<file path="src/hw/rtl/rtch_pkg.sv">
// Package for the ray/triangle closest-hit block: payload structs, register indexes,
// constants and the Q16.16 helper functions. No dependencies.
package rtch_pkg;

	localparam int unsigned MaxTrianglesDefault = 65536;
	localparam int unsigned CfgIdxW = 3;
	localparam int unsigned CfgDataW = 32;
	localparam logic signed [64:0] NearZeroDenom = 65'sd7;
	localparam logic signed [64:0] OneQ = 65'sd65536;

	typedef enum logic [CfgIdxW-1:0] {
		REG_ORIGIN_X = 3'd0,
		REG_ORIGIN_Y = 3'd1,
		REG_ORIGIN_Z = 3'd2,
		REG_DIR_X    = 3'd3,
		REG_DIR_Y    = 3'd4,
		REG_DIR_Z    = 3'd5,
		REG_MAX_DIST = 3'd6,
		REG_MIN_DIST = 3'd7
	} cfg_reg_t;

	typedef struct packed {
		logic [1:0]         axis;
		logic signed [31:0] slope_u;
		logic signed [31:0] slope_v;
		logic signed [31:0] plane_offset;
		logic signed [31:0] beta_u;
		logic signed [31:0] beta_v;
		logic signed [31:0] beta_const;
		logic signed [31:0] gamma_u;
		logic signed [31:0] gamma_v;
		logic signed [31:0] gamma_const;
		logic               last_triangle;
	} tri_in_t;

	typedef struct packed {
		logic        hit;
		logic [30:0] hit_distance;
		logic [15:0] hit_index;
		logic        done_res;
	} hit_out_t;

	// Ray state in the u, v, k axis order, used by the back part.
	typedef struct packed {
		logic signed [31:0] ou;
		logic signed [31:0] ov;
		logic signed [31:0] ok;
		logic signed [31:0] du;
		logic signed [31:0] dv;
		logic signed [31:0] dk;
	} ray_uvk_t;

	// Queue entry: a classified triangle.
	typedef struct packed {
		tri_in_t     item;
		logic        test;
		logic [15:0] index;
		logic        first;
	} job_t;

	typedef enum logic [2:0] {
		ST_IDLE,
		ST_PLANE,
		ST_CHECK,
		ST_DIV,
		ST_HIT,
		ST_BARY,
		ST_ACC,
		ST_DONE
	} bk_state_t;

	// Q16.16 product, floor of the exact product over 65536.
	function automatic logic signed [64:0] qmul(input logic signed [32:0] a,
		input logic signed [32:0] b);
		logic signed [65:0] p;
		begin
			p = a * b;
			qmul = 65'(p >>> 16);
		end
	endfunction

	function automatic logic signed [32:0] sat32(input logic signed [65:0] x);
		begin
			if (x > 66'sd2147483647) sat32 = 33'sd2147483647;
			else if (x < -66'sd2147483648) sat32 = -33'sd2147483648;
			else sat32 = x[32:0];
		end
	endfunction

endpackage

</file>
<file path="src/hw/rtl/rtch_front.sv">
// Front part: accepts triangle transactions, counts stream positions and
// classifies each triangle before it enters the job queue. Depends on rtch_pkg.
module rtch_front import rtch_pkg::*; #(
	parameter int unsigned MaxTriangles = MaxTrianglesDefault,
	parameter int unsigned CntW = $clog2(MaxTriangles + 1)
) (
	input  logic    clk,
	input  logic    arst_n,
	input  tri_in_t tri_in,
	input  logic    tri_valid,
	output logic    tri_ready,
	output job_t    job,
	output logic    job_valid,
	input  logic    job_ready
);
	logic [CntW-1:0] count_q;
	logic [1:0]      fill_q;
	job_t            slot_q [2];
	logic            rd_q;
	logic            wr_q;
	logic            push;
	logic            pop;
	job_t            new_job;

	assign tri_ready = (fill_q != 2'd2);
	assign push = tri_valid && tri_ready;
	assign job_valid = (fill_q != 2'd0);
	assign pop = job_valid && job_ready;
	assign job = slot_q[rd_q];

	always_comb begin
		new_job.item  = tri_in;
		new_job.test  = (count_q < CntW'(MaxTriangles)) && (tri_in.axis != 2'd3);
		new_job.index = 16'(count_q);
		new_job.first = (count_q == '0);
	end

	always_ff @(posedge clk or negedge arst_n) begin
		if (!arst_n) begin
			count_q <= '0;
			fill_q  <= '0;
			rd_q    <= 1'b0;
			wr_q    <= 1'b0;
		end else begin
			if (push) begin
				wr_q <= ~wr_q;
				if (tri_in.last_triangle) count_q <= '0;
				else if (count_q < CntW'(MaxTriangles)) count_q <= count_q + 1'b1;
			end
			if (pop) rd_q <= ~rd_q;
			fill_q <= fill_q + {1'b0, push} - {1'b0, pop};
		end
	end

	always_ff @(posedge clk) begin
		if (push) slot_q[wr_q] <= new_job;
	end

	a_fill_range: assert property (@(posedge clk) disable iff (!arst_n) fill_q <= 2'd2)
		else $error("queue overflow");
	a_push_room: assert property (@(posedge clk) disable iff (!arst_n)
		push |-> fill_q != 2'd2) else $error("push into full queue");
	a_pop_data: assert property (@(posedge clk) disable iff (!arst_n)
		pop |-> fill_q != 2'd0) else $error("pop from empty queue");
	a_job_hold: assert property (@(posedge clk) disable iff (!arst_n)
		job_valid && !job_ready |=> job_valid && $stable(job))
		else $error("queue head changed while waiting");
endmodule

</file>
<file path="config.mk">
export PLATFORM = sky130hd
export DESIGN_NAME = rtch_front
export DESIGN_NICKNAME = d
export VERILOG_FILES = /design/src/hw/rtl/rtch_pkg.sv /design/src/hw/rtl/rtch_front.sv
export SDC_FILE = /design/constraint.sdc
export NUM_CORES = 1
export LEC_CHECK = 0
export BUFFER_PORTS_ARGS = -buffer_cell sky130_fd_sc_hd__buf_4
export CORE_MARGIN = 3
export CORE_UTILIZATION = 35
export CTS_CLUSTER_SIZE = 24
export DETAILED_ROUTE_END_ITERATION = 10
export GPL_TIMING_DRIVEN = 0
export PLACE_DENSITY = 0.59
export SETUP_SLACK_MARGIN = 0.15
export SYNTH_ARGS = -nofsm -noshare
export SYNTH_HDL_FRONTEND = slang
export SYNTH_SLANG_ARGS = --single-unit
</file>
<file path="constraint.sdc">
create_clock -name clk -period 19.1 [get_ports clk]
set_input_delay 1.91 -clock clk [delete_from_list [all_inputs] [get_ports clk]]
set_output_delay 1.91 -clock clk [all_outputs]
set_load 0.02 [all_outputs]
</file>
; ---- Word level (Yosys, flattened, before mapping)
; Memories as Yosys holds them, arrays and structs flattened.
; Cells that the tools add are included.
[classes]
add_sub_neg = 3
n_lt_le_gt_ge = 1
n_eq_ne = 2
n_mux = 4
bitwise_logic = 2
n_reduce_logical = 7
[op_table]
columns = op, count
row1 = 17-bit two-way mux, 2
row2 = "17-bit by 1-bit adder with 17-bit output, second input constant", 1
row3 = 17-bit logical NOT, 1
row4 = "17-bit < comparator, second input constant", 1
row5 = "2-bit != test, second input constant", 2
row6 = 2-bit nonzero test, 2
row7 = 1-bit logical AND, 3
row8 = 2-bit by 1-bit adder with 2-bit output, 1
row9 = 1-bit two-way mux, 2
row10 = 1-bit inverter, 2
row11 = 2-bit AND reduction, 1
row12 = 2-bit by 1-bit subtractor with 2-bit output, 1
[word_totals]
reg_bits = 21
mem_bits_rw = 618
input_bits = 295
out_inout_bits = 311
wordCells = 24
memories = 1
[memory_table]
columns = memory, words, width, read_ports, rd_clocked_by_memory_dff, wr, line_no
row1 = slot_q, 2, 309, 1, 0, 1, rtch_front.sv:18  ; job_t slot_q [2];

; ---- Longest topological paths before layout
; Gate-level depths: netlist of run 1.
[logic_depth]
depth_word = 4
ltp_mapped = 6
mapped_depth_nobuf = 6

; ---- Least setup slack after synthesis of run 1
; Ideal clock, no wire load.
[synth_timing]
path_kind = in2reg
from = input tri_valid
to = memory slot_q[0][0] (netlist name), enable pin
setup_ps = 986
arrival_time_ps = 14980
required_ps = 18114
setup_slack_ps = 3133
path_stages = 3
path_buffers = 1
path_cell_list = buf_4 > nand2_1 > nor2_1
[synth_via]
elab_chain_cells = 3
[synth_lines]
columns = element, line_no
row1 = start: declaration, rtch_front.sv:10  ; input logic tri_valid,
row2 = 1-bit logical AND, rtch_front.sv:26  ; assign push = tri_valid && tri_ready;
row3 = 1-bit two-way mux, rtch_front.sv:56  ; if (push) slot_q[wr_q] <= new_job;
row4 = 1-bit two-way mux (implied by the code), rtch_front.sv:56
row5 = end: declaration, rtch_front.sv:18
; No other way between the ends.

==> out/qor.yml, run 1 <==
root_buffer: "sky130_fd_sc_hd__clkbuf_16"
dr_total_vias: 12490
placeableCoreArea_sq_um: 65980
netlist_area_sq_um: 23430
ys_top_cells_by_count: "sky130_fd_sc_hd__edfxtp_1, sky130_fd_sc_hd__mux2_2, sky130_fd_sc_hd__buf_2"
yosysTopAreaCell: "sky130_fd_sc_hd__edfxtp_1"
globalRouteMet2Util: 0.2836
crit_slowest_cell: "sky130_fd_sc_hd__clkbuf_1"
p_per_area_nw_per_um2: 160.1
numCtsBuffers: 69
leakage_uw: 0.01167
yosys_register_bits: 639
critical_path_depth: 4
total_power_uw: 5048
netlist-cell-type-count: 38
cts-hold-fix-buffers: 0
io-pin-count: 606
layout_cell_share_with_drive_strength_beyond_1: 0.5804
timing.final.max_slew_violations: 0
ys_dominant_reg_cell: "sky130_fd_sc_hd__edfxtp_1"
ff_latch_area_sq_um: 19080
number_of_enable_type_register_cells_in_the_synthesized_netlist: 618
path_cells: "clkbuf_1, buf_2, mux2_2, buf_4"
die_height_um: 264.7
min_delay_path_depth: 1
die_w_um: 264.7
netlist.area_leader.share: 0.7921
syn_to_final_growth_pct: 34.55
buffer_ports.inserted: 604
ctsResizeCount: 0
wl_um: 57390
critical_path_class: "reg2out"
synth_area_leaders: "sky130_fd_sc_hd__edfxtp_1, sky130_fd_sc_hd__mux2_2, sky130_fd_sc_hd__dfrtp_1"
grt_antenna_before_repair: 7
clkSlewWorstSetupHoldPaths_ns: 0.06
layout.filler_cells: 5677
numClockSinks: 639
final_net_count: 2075
floorplan.initialDensity: 0.3551
worst-path-buf-inv: 3
htree_num_levels: 3
dpl.hpwl_um: 40780
fin_crit_ns: 4.801
final_min_period_over_clock_period: 0.2513
worst_pin_slew_ns: 1.212
detail_route.iter0.violations: 653
hp-class: "reg2reg"
syn_nets: 1383
groute.layer.met1.usage: 0.1712
synth_warnings: 0
post_drt_via_cell_ratio: 4.636
data_required_time_at_the_worst_endpoint_ns: 17.19
antenna_left: 0
via_count_of_the_first_global_routing_pass: 13260
count_of_cells_along_the_worst_register_to_register_path: 5
multi_input_area_sq_um: 4146
grt_most_used_layer: "met2"
globalplace.congestion: 0.7534
cts_tree: "done"
setup_viol: 0
ir_worst_vdd_mv: 0.07661
critPathArrivalTime_ns: 2.89
grt_max_degree: 60
remaining_drc_errors: 0
critPathTopFamily: "buffers and inverters"
hold_violations: 0
detail_route.first_pass.iterations: 4
seq_area_frac_synth: 0.8145
setup-tns-final_ns: 0
synth.most_common_cell: "sky130_fd_sc_hd__edfxtp_1"
critPathMaxStageDelay_ns: 0.90
setup.worst_path.start_class: "flop"
worstSetupEndpointType: "output port"
wire_length_of_the_first_global_routing_pass_um: 83320
post-cts-setup-buffer-count: 0
max_clock_freq_mhz: 208.3
maxSlewHeadroom: 0.1919
die-area_sq_um: 70080
synthesized_area_per_cell_sq_um: 21.59
finalHoldWorstSlack_ns: 0.5562
max-clock-path-buffers: 3
global_route.usage.met3: 0.05950
clock_latency_ns: 0.59
finalClockSkew_ns: 0.01574
async_reset_ff_frac: 0.03286
global_route.usage.total: 0.1584
outcome: "finished clean"
avgRoutedWirePerCell_um: 21.29
cap_violations: 0
rows: 94
grt.overflow.total: 0
critPathMaxFanout: 10
setup_repair_after_global_routing_missed_its_margin: "no"
synthesis.instances: 1085
## stage by stage
stage | setup slack, ns | utilization | instance area (sq um) | std cells
floorplan | 3.133 | - | 23430 | 1085
global placement | -5.068 | 0.4402 | 29040 | 2553
detailed placement | 14.70 | 0.4462 | 29440 | 2570
CTS | 14.04 | 0.4777 | 31520 | 2692
global route | 14.08 | 0.4778 | 31520 | 2695
finish | 14.30 | 0.4778 | 31520 | 2695
## worst reg2reg max path: cells and delay by family (launching register included)
kind / cells / cell delay [ns]
DFF: 1 / 0.40
and+or+nand+nor: 2 / 0.94
buffers and inverters: 3 / 0.80
## per-layer routing
metal | share of wire | vias to the layer above
li1 | - | 5725
met1 | 0.36 | 6263
met2 | 0.52 | 403
met3 | 0.091 | 97
met4 | 0.028 | 6
met5 | 0.00082 | -
## placed cells by master (no fill, tap or decap), types with 2 or more instances in the layout
master,n
sky130_fd_sc_hd__nand3_4,2
sky130_fd_sc_hd__nor3_1,2
sky130_fd_sc_hd__mux2_2,310
sky130_fd_sc_hd__and4_1,2
sky130_fd_sc_hd__nor4_1,7
sky130_fd_sc_hd__buf_12,11
sky130_fd_sc_hd__a21oi_1,10
sky130_fd_sc_hd__buf_2,30
sky130_fd_sc_hd__nand2b_1,2
sky130_fd_sc_hd__and3_1,2
sky130_fd_sc_hd__or4_1,5
sky130_fd_sc_hd__bufinv_16,2
sky130_fd_sc_hd__nand2_1,11
sky130_fd_sc_hd__clkinv_1,14
sky130_fd_sc_hd__o21a_1,3
sky130_fd_sc_hd__ha_1,3
sky130_fd_sc_hd__buf_16,6
sky130_fd_sc_hd__inv_1,4
sky130_fd_sc_hd__nand4_1,3
sky130_fd_sc_hd__clkbuf_1,24
sky130_fd_sc_hd__xor2_1,2
sky130_fd_sc_hd__clkinv_8,2
sky130_fd_sc_hd__o31ai_1,5
sky130_fd_sc_hd__buf_4,605
sky130_fd_sc_hd__diode_2,3
sky130_fd_sc_hd__nor2_1,5
sky130_fd_sc_hd__xnor2_1,6
sky130_fd_sc_hd__o21ai_0,4
sky130_fd_sc_hd__clkbuf_16,71
sky130_fd_sc_hd__clkinv_2,9
sky130_fd_sc_hd__inv_6,3
sky130_fd_sc_hd__or3_1,3
sky130_fd_sc_hd__clkinvlp_4,2
sky130_fd_sc_hd__nand3_1,6
sky130_fd_sc_hd__edfxtp_1,618
sky130_fd_sc_hd__dfrtp_1,21
## final timing paths
kind,start,endpoint,slack [ns]
worst max-delay path,rd_q,job[197],14.30
worst min-delay path,wr_q,wr_q,0.56
worst max register to register,fill_q[1],slot_q[1][60],16.58
worst min register to register,wr_q,wr_q,0.56
max in group asynchronous,arst_n,count_q[16],17.66
min in group asynchronous,arst_n,count_q[1],1.21
## kinds of logic after synthesis
kind of cell / Yosys count / share of synthesized area
DFF: 639 / 0.8145
muxes: 311 / 0.1494
and+or+nand+nor: 60 / 0.01688
buffers and inverters: 42 / 0.009025
AOI/OAI and AO/OA: 22 / 0.005554
xor gates and xnor gates: 8 / 0.002991
adders and majority gates: 3 / 0.001602
## state kept, by name (all words and copies together) (netlist names)
signal,flops
wr_q,1
slot_q,618
fill_q,2
rd_q,1
count_q,17
## cell type report
| cell class | count | area share |
|---|---|---|
| Sequential cell | 639 | 0.6054 |
| Antenna cell | 3 | 0.0002381 |
| Buffer | 37 | 0.005954 |
| Clock inverter | 31 | 0.007065 |
| Tap cell | 864 | 0.03429 |
| Inverter | 5 | 0.0007541 |
| Timing Repair Buffer | 621 | 0.1561 |
| Clock buffer | 91 | 0.05874 |
| Multi-Input combinational cell | 404 | 0.1315 |
## power breakdown
| group | total, uW | leakage [uW] | internal (uW) | switching [uW] |
|---|---|---|---|---|
| sequential | 1970 | 0.00603 | 1910 | 65.5 |
| clock | 1230 | 0.00101 | 710 | 521 |
| combinational | 1850 | 0.00463 | 795 | 1050 |
Power figures use the tool's default switching activity.
==> run 2, diff against run 1 <==
--- a/config.mk
+++ b/config.mk
@@ -11,7 +11,7 @@
 export CTS_CLUSTER_SIZE = 24
 export DETAILED_ROUTE_END_ITERATION = 10
 export GPL_TIMING_DRIVEN = 0
-export PLACE_DENSITY = 0.59
+export PLACE_DENSITY = 0.61
 export SETUP_SLACK_MARGIN = 0.15
 export SYNTH_ARGS = -nofsm -noshare
 export SYNTH_HDL_FRONTEND = slang
==> constraint.sdc (replaced) <==
create_clock -name clk -period 4.11 [get_ports clk]
set_input_delay 0.411 -clock clk [delete_from_list [all_inputs] [get_ports clk]]
set_output_delay 0.411 -clock clk [all_outputs]
set_load 0.02 [all_outputs]
==> out/qor.yml, run 2 (synthesized netlist as in run 1, its figures left out) <==
grt_antenna_before_repair: 7  # unchanged
io-pin-count: 606  # unchanged
min_delay_path_depth: 1  # unchanged
setup.worst_path.start_class: "flop"  # unchanged
ir_worst_vdd_mv: 0.4092  # was 0.07661 mV
finalCoreUtilization: 0.5244  # was 0.4778
cap_violations: 0  # unchanged
layout.filler_cells: 5324  # was 5677
max_clock_freq_mhz: 299.1
numClockSinks: 639  # unchanged
highest_layer: "met5"  # unchanged
critPathMaxFanout: 10  # unchanged
finalClockSkew_ns: 0.01339  # was 0.01574 ns
detail_route.first_pass.iterations: 5  # was 4
die_height_um: 264.7  # unchanged
p_per_area_nw_per_um2: 696.5  # was 160.1 nW/um^2
met3_length_um: 4398  # was 5201 um
multi_input_area_sq_um: 4154  # was 4146 sq um
outcome: "finished clean"  # unchanged
max-clock-path-buffers: 3  # unchanged
leading_cell_type_in_the_layout_fill_and_taps_excluded: "sky130_fd_sc_hd__edfxtp_1"  # unchanged
hp-class: "in2reg"  # was reg2reg
root_buffer: "sky130_fd_sc_hd__clkbuf_16"  # unchanged
fin_crit_ns: 3.344
clock_latency_ns: 0.60  # was 0.59 ns
wire_length_of_the_first_global_routing_pass_um: 89180  # was 83320 um
syn_to_final_growth_pct: 47.68  # was 34.55%
via_count_of_the_first_global_routing_pass: 14900  # was 13260
leakage_uw: 0.01295  # was 0.01167 uW
wl_um: 60240  # was 57390 um
dr_wl_met2_um: 30740  # was 29900 um
buffer_ports.inserted: 604  # unchanged
avgRoutedWirePerCell_um: 20.15  # was 21.29 um
clkSlewWorstSetupHoldPaths_ns: 0.06  # about the same
commonest_cells_after_routing_fill_and_taps_aside: "sky130_fd_sc_hd__edfxtp_1, sky130_fd_sc_hd__buf_4, sky130_fd_sc_hd__mux2_2"  # unchanged
die-area_sq_um: 70080  # unchanged
rr_endpoint: "slot_q[1][57]"  # was slot_q[1][60]
global_route.usage.total: 0.1670  # was 0.1584
final_net_count: 2366  # was 2075
detail_route.iter0.violations: 754  # was 653
dpl.hpwl_um: 41130  # was 40780 um
data_required_time_at_the_worst_endpoint_ns: 3.70  # was 17.19 ns
top_register: "slot_q"  # unchanged
final_min_period_over_clock_period: 0.8135
placement.setup.worst_slack_ns: 1.199  # was 14.70 ns
holdCritStartpoint: "tri_in[289]"  # was wr_q
htree_num_levels: 3  # unchanged
count_of_cells_along_the_worst_register_to_register_path: 6  # was 5
grt.overflow.total: 0  # unchanged
worst_pin_slew_ns: 1.246  # was 1.212 ns
critPathArrivalTime_ns: 2.93  # was 2.89 ns
setup_viol: 0  # unchanged
globalplace.congestion: 0.7586  # was 0.7534
crit-reg2reg-launch: "fill_q[1]"  # unchanged
worst-r2r-setup-slack_ns: 1.40  # was 16.58 ns
numCtsBuffers: 70  # was 69
min_delay_worst_endpoint: "slot_q[0][307]"  # was wr_q
dr_total_vias: 13760  # was 12490
setup_repair_after_global_routing_missed_its_margin: "no"  # unchanged
antenna_left: 0  # unchanged
rows: 94  # unchanged
post_drt_via_cell_ratio: 4.603  # was 4.636
timing.final.max_slew_violations: 0  # unchanged
cts_tree: "done"  # unchanged
grt_max_degree: 66  # was 60
floorplan.initialDensity: 0.3551  # unchanged
largest_register_ff_count: 618  # unchanged
layout_top_registers: "slot_q (618), count_q (17), fill_q (2)"  # unchanged
remaining_drc_errors: 0  # unchanged
critical_path_class: "reg2out"  # unchanged
maxSlewHeadroom: 0.1691  # was 0.1919
layout_cell_share_with_drive_strength_beyond_1: 0.5019  # was 0.5804
detail_route.wirelength.met1_um: 23030  # was 20640 um
placeableCoreArea_sq_um: 65980  # unchanged
die_w_um: 264.7  # unchanged
worstSetupEndpointType: "output port"  # unchanged
ff_latch_area_sq_um: 19080  # unchanged
final.setup.worst_slack_ns: 0.7664  # was 14.30 ns
hold_violations: 0  # unchanged
-- run 2: final cells by class --
| type | instances | share of cell area |
|---|---|---|
| flip-flops and latches | 639 | 0.5515 |
| repair buffers | 911 | 0.2265 |
| multi-input cells | 404 | 0.1201 |
| clock buffers | 87 | 0.05370 |
| well taps | 864 | 0.03124 |
| clock inverters | 39 | 0.01063 |
| plain buffers | 37 | 0.005424 |
| inverters | 5 | 0.0006871 |
| diodes | 3 | 0.0002170 |
-- run 2: worst max-delay path, cell delays in order (launching register included) --
cell	delay (ns)
sky130_fd_sc_hd__dfrtp_1	0.37
sky130_fd_sc_hd__clkbuf_1	0.90
sky130_fd_sc_hd__buf_2	0.48
sky130_fd_sc_hd__mux2_2	0.41
sky130_fd_sc_hd__buf_4	0.17
-- run 2: what timing repair did --
action | 4_1_cts | 5_1_grt
hold endpoints to repair | 599 | 0
resized for setup | 0 | 0
hold buffers | 290 | 0
setup buffers | 0 | 0
-- run 2: how the worst max path moves through the flow --
stage,end,start,cells after the start
2_1_floorplan,slot_q[0][0],fill_q[1],4
3_3_place_gp,slot_q[0][48],fill_q[1],4
3_5_place_dp,job[280],rd_q,4
4_1_cts,job[280],rd_q,4
5_1_grt,job[280],rd_q,4
6_report,job[280],rd_q,4
-- run 2: report_power, final --
part           internal (uW)  leakage [uW]  switching, uW  total, uW
Sequential              8850       0.00603            317       9170
Combinational           3890       0.00585           4980       8870
Clock                   3550       0.00108           2510       6060
Total                  16300        0.0130           7810      24100
-- run 2: per-layer routing --
layer,vias up,GRT usage
li1,6316,-
met1,6826,0.1899
met2,477,0.2946
met3,132,0.05068
met4,6,0.06750
met5,-,0
-- run 2: per-stage QoR --
step | cell area (sq um) | hold WS [ns] | power (uW) | setup TNS [ns] | instances
after floorplan | 23450 | 0.1154 | 14300 | -733.01 | 1085
after global placement | 29060 | 0.3175 | 18080 | -2263.37 | 2553
after detailed placement | 29460 | 0.3177 | 18050 | 0 | 2570
after CTS | 34590 | 0.006080 | 24460 | 0 | 2986
after global routing | 34600 | 0.02389 | 25170 | 0 | 2988
final | 34600 | 0.05584 | 24100 | 0 | 2989
==> run 3, diff against run 2 <==
--- a/config.mk
+++ b/config.mk
@@ -11,7 +11,7 @@
 export CTS_CLUSTER_SIZE = 24
 export DETAILED_ROUTE_END_ITERATION = 10
 export GPL_TIMING_DRIVEN = 0
-export PLACE_DENSITY = 0.61
+export PLACE_DENSITY = 0.59
 export SETUP_SLACK_MARGIN = 0.15
 export SYNTH_ARGS = -nofsm -noshare
 export SYNTH_HDL_FRONTEND = slang
==> constraint.sdc (replaced) <==
create_clock -name clk -period 3.1 [get_ports clk]
set_input_delay 0.31 -clock clk [delete_from_list [all_inputs] [get_ports clk]]
set_output_delay 0.31 -clock clk [all_outputs]
set_load 0.02 [all_outputs]
==> out/qor.yml, run 3 (synthesized netlist as in run 1, its figures left out) <==
max-clock-path-buffers: 3  # unchanged
die-area_sq_um: 70080  # unchanged
root_buffer: "sky130_fd_sc_hd__clkbuf_16"  # unchanged
critical_path_class: "reg2out"  # unchanged
grt_max_degree: 61  # was 66
ir_worst_vdd_mv: 0.6500  # was 0.4092 mV
die_w_um: 264.7  # unchanged
floorplan.initialDensity: 0.3551  # unchanged
worstSetupEndpointType: "output port"  # unchanged
via_count_of_the_first_global_routing_pass: 15120  # was 14900
clkSlewWorstSetupHoldPaths_ns: 0.05  # was 0.06 ns
die_height_um: 264.7  # unchanged
groute.layer.met1.usage: 0.1911  # was 0.1899
path_cells: "clkbuf_2, buf_2, mux2_2, buf_4"  # was clkbuf_1, buf_2, mux2_2, buf_4
post-cts-setup-buffer-count: 0  # unchanged
buffer_ports.inserted: 604  # unchanged
grt_most_used_layer: "met2"  # unchanged
p_per_area_nw_per_um2: 920.8  # was 696.5 nW/um^2
layout.filler_cells: 5398  # was 5324
outcome: "finished clean"  # unchanged
critPathMaxStageDelay_ns: 0.49  # was 0.90 ns
grt_antenna_before_repair: 7  # unchanged
globalplace.congestion: 0.7763  # was 0.7586
finalClockSkew_ns: 0.01350  # was 0.01339 ns
total_power_uw: 31800  # was 24100 uW
final_net_count: 2368  # was 2366
numClockSinks: 639  # unchanged
antenna_left: 0  # unchanged
finalCoreUtilization: 0.5234  # was 0.5244
final_min_period_over_clock_period: 0.9056
layout_top_registers: "slot_q (618), count_q (17), fill_q (2)"  # unchanged
global_route.usage.met3: 0.05049  # was 0.05068
post_drt_via_cell_ratio: 4.613  # was 4.603
cap_violations: 0  # unchanged
critPathArrivalTime_ns: 2.50  # was 2.93 ns
largest_register_ff_count: 618  # unchanged
rows: 94  # unchanged
setup.worst_path.start_class: "flop"  # unchanged
cts_tree: "done"  # unchanged
detail_route.first_pass.iterations: 4  # was 5
wl_um: 60670  # was 60240 um
timing.final.max_slew_violations: 0  # unchanged
setup_viol: 0  # unchanged
worst_pin_slew_ns: 0.7738  # was 1.246 ns
commonest_cells_after_routing_fill_and_taps_aside: "sky130_fd_sc_hd__edfxtp_1, sky130_fd_sc_hd__buf_4, sky130_fd_sc_hd__mux2_2"  # unchanged
dpl.hpwl_um: 42220  # was 41130 um
globalRouteMet2Util: 0.3007  # was 0.2946
global_route.usage.total: 0.1689  # was 0.1670
clock_latency_ns: 0.60  # about the same
leakage_uw: 0.01293  # was 0.01295 uW
syn_to_final_growth_pct: 47.39  # was 47.68%
worst-path-buf-inv: 3  # unchanged
crit_slowest_cell: "sky130_fd_sc_hd__clkbuf_2"  # was sky130_fd_sc_hd__clkbuf_1
htree_num_levels: 3  # unchanged
numCtsBuffers: 69  # was 70
max_clock_freq_mhz: 356.2
detail_route.iter0.violations: 857  # was 754
avgRoutedWirePerCell_um: 20.30  # was 20.15 um
top_register: "slot_q"  # unchanged
fin_crit_ns: 2.807
hp-class: "in2reg"  # unchanged
wire_length_of_the_first_global_routing_pass_um: 90050  # was 89180 um
leading_cell_type_in_the_layout_fill_and_taps_excluded: "sky130_fd_sc_hd__edfxtp_1"  # unchanged
io-pin-count: 606  # unchanged
placeableCoreArea_sq_um: 65980  # unchanged
hold_violations: 0  # unchanged
grt.overflow.total: 0  # unchanged
setup_repair_after_global_routing_missed_its_margin: "no"  # unchanged
data_required_time_at_the_worst_endpoint_ns: 2.79  # was 3.70 ns
layout_cell_share_with_drive_strength_beyond_1: 0.5045  # was 0.5019
remaining_drc_errors: 0  # unchanged
critPathMaxFanout: 10  # unchanged
critPathTopFamily: "buffers and inverters"  # unchanged
dr_total_vias: 13790  # was 13760
maxSlewHeadroom: 0.4836  # was 0.1691
==> run 3: changes by cell type in the layout (fill, tap and decap cells not counted), moves of 3 or more <==
cell,previous run,this run
sky130_fd_sc_hd__buf_16,8,5
sky130_fd_sc_hd__clkinv_1,20,11
sky130_fd_sc_hd__clkbuf_2,0,3
sky130_fd_sc_hd__clkinv_2,5,8
sky130_fd_sc_hd__buf_12,9,12
==> run 3: worst paths after layout <==
kind	start	endpoint	slack (ns)	depth (start not counted)
setup / recovery	rd_q	job[117]	0.29	4
max in group asynchronous	arst_n	count_q[11]	2.71	2
hold / removal	job_ready	rd_q	0.08	3
min in group asynchronous	arst_n	count_q[0]	0.16	2
setup reg to reg	fill_q[1]	slot_q[1][91]	0.43	6
hold reg to reg	count_q[5]	slot_q[1][6]	0.57	0
==> run 3: cell type report <==
cell class | count | area [sq um] | share of cell area
Antenna cell | 5 | 12.51 | 0.0003623
Buffer | 37 | 191.4 | 0.005544
Clock buffer | 89 | 1833 | 0.05308
Clock inverter | 31 | 311.5 | 0.009022
Inverter | 5 | 23.77 | 0.0006884
Multi-Input combinational cell | 405 | 4160 | 0.1205
Sequential cell | 639 | 19080 | 0.5526
Tap cell | 864 | 1081 | 0.03131
Timing Repair Buffer | 913 | 7835 | 0.2269
==> run 3: repair_timing <==
action	in CTS	in global routing
endpoints found under the hold margin	603	0
gates resized for setup	3	0
endpoints found under the setup margin	300	25
pin swaps	0	1
gates cloned	0	1
hold buffers	292	0
==> run 3: layer usage <==
metal	share of wire	wire length, um
met5	0	0
met4	0.032	1919
met2	0.52	31640
met3	0.078	4717
met1	0.37	22390
==> run 3: stage by stage <==
stage	cells	setup slack (ns)	hold WS [ns]	instance area, sq um	setup TNS [ns]
2_1_floorplan	1085	-2.617	0.01441	23450	-1357.19
3_3_place_gp	2553	-5.440	0.2144	29060	-2889.93
3_5_place_dp	2570	0.1717	0.2167	29440	0
4_1_cts	2982	0.1524	0.02583	34510	0
5_1_grt	2987	0.1480	0.06962	34530	0
6_report	2988	0.2925	0.08068	34530	0
==> run 3: report_power, final <==
part / total, uW / internal (uW) / switching, uW
registers: 12200 / 11700 / 422
clock network: 7820 / 4550 / 3270
logic: 11800 / 5140 / 6680
==> run 3: worst min-delay path, stage by stage <==
cell                      delay, ns
sky130_fd_sc_hd__buf_4         0.12
sky130_fd_sc_hd__nand2_1       0.12
sky130_fd_sc_hd__xnor2_1       0.08
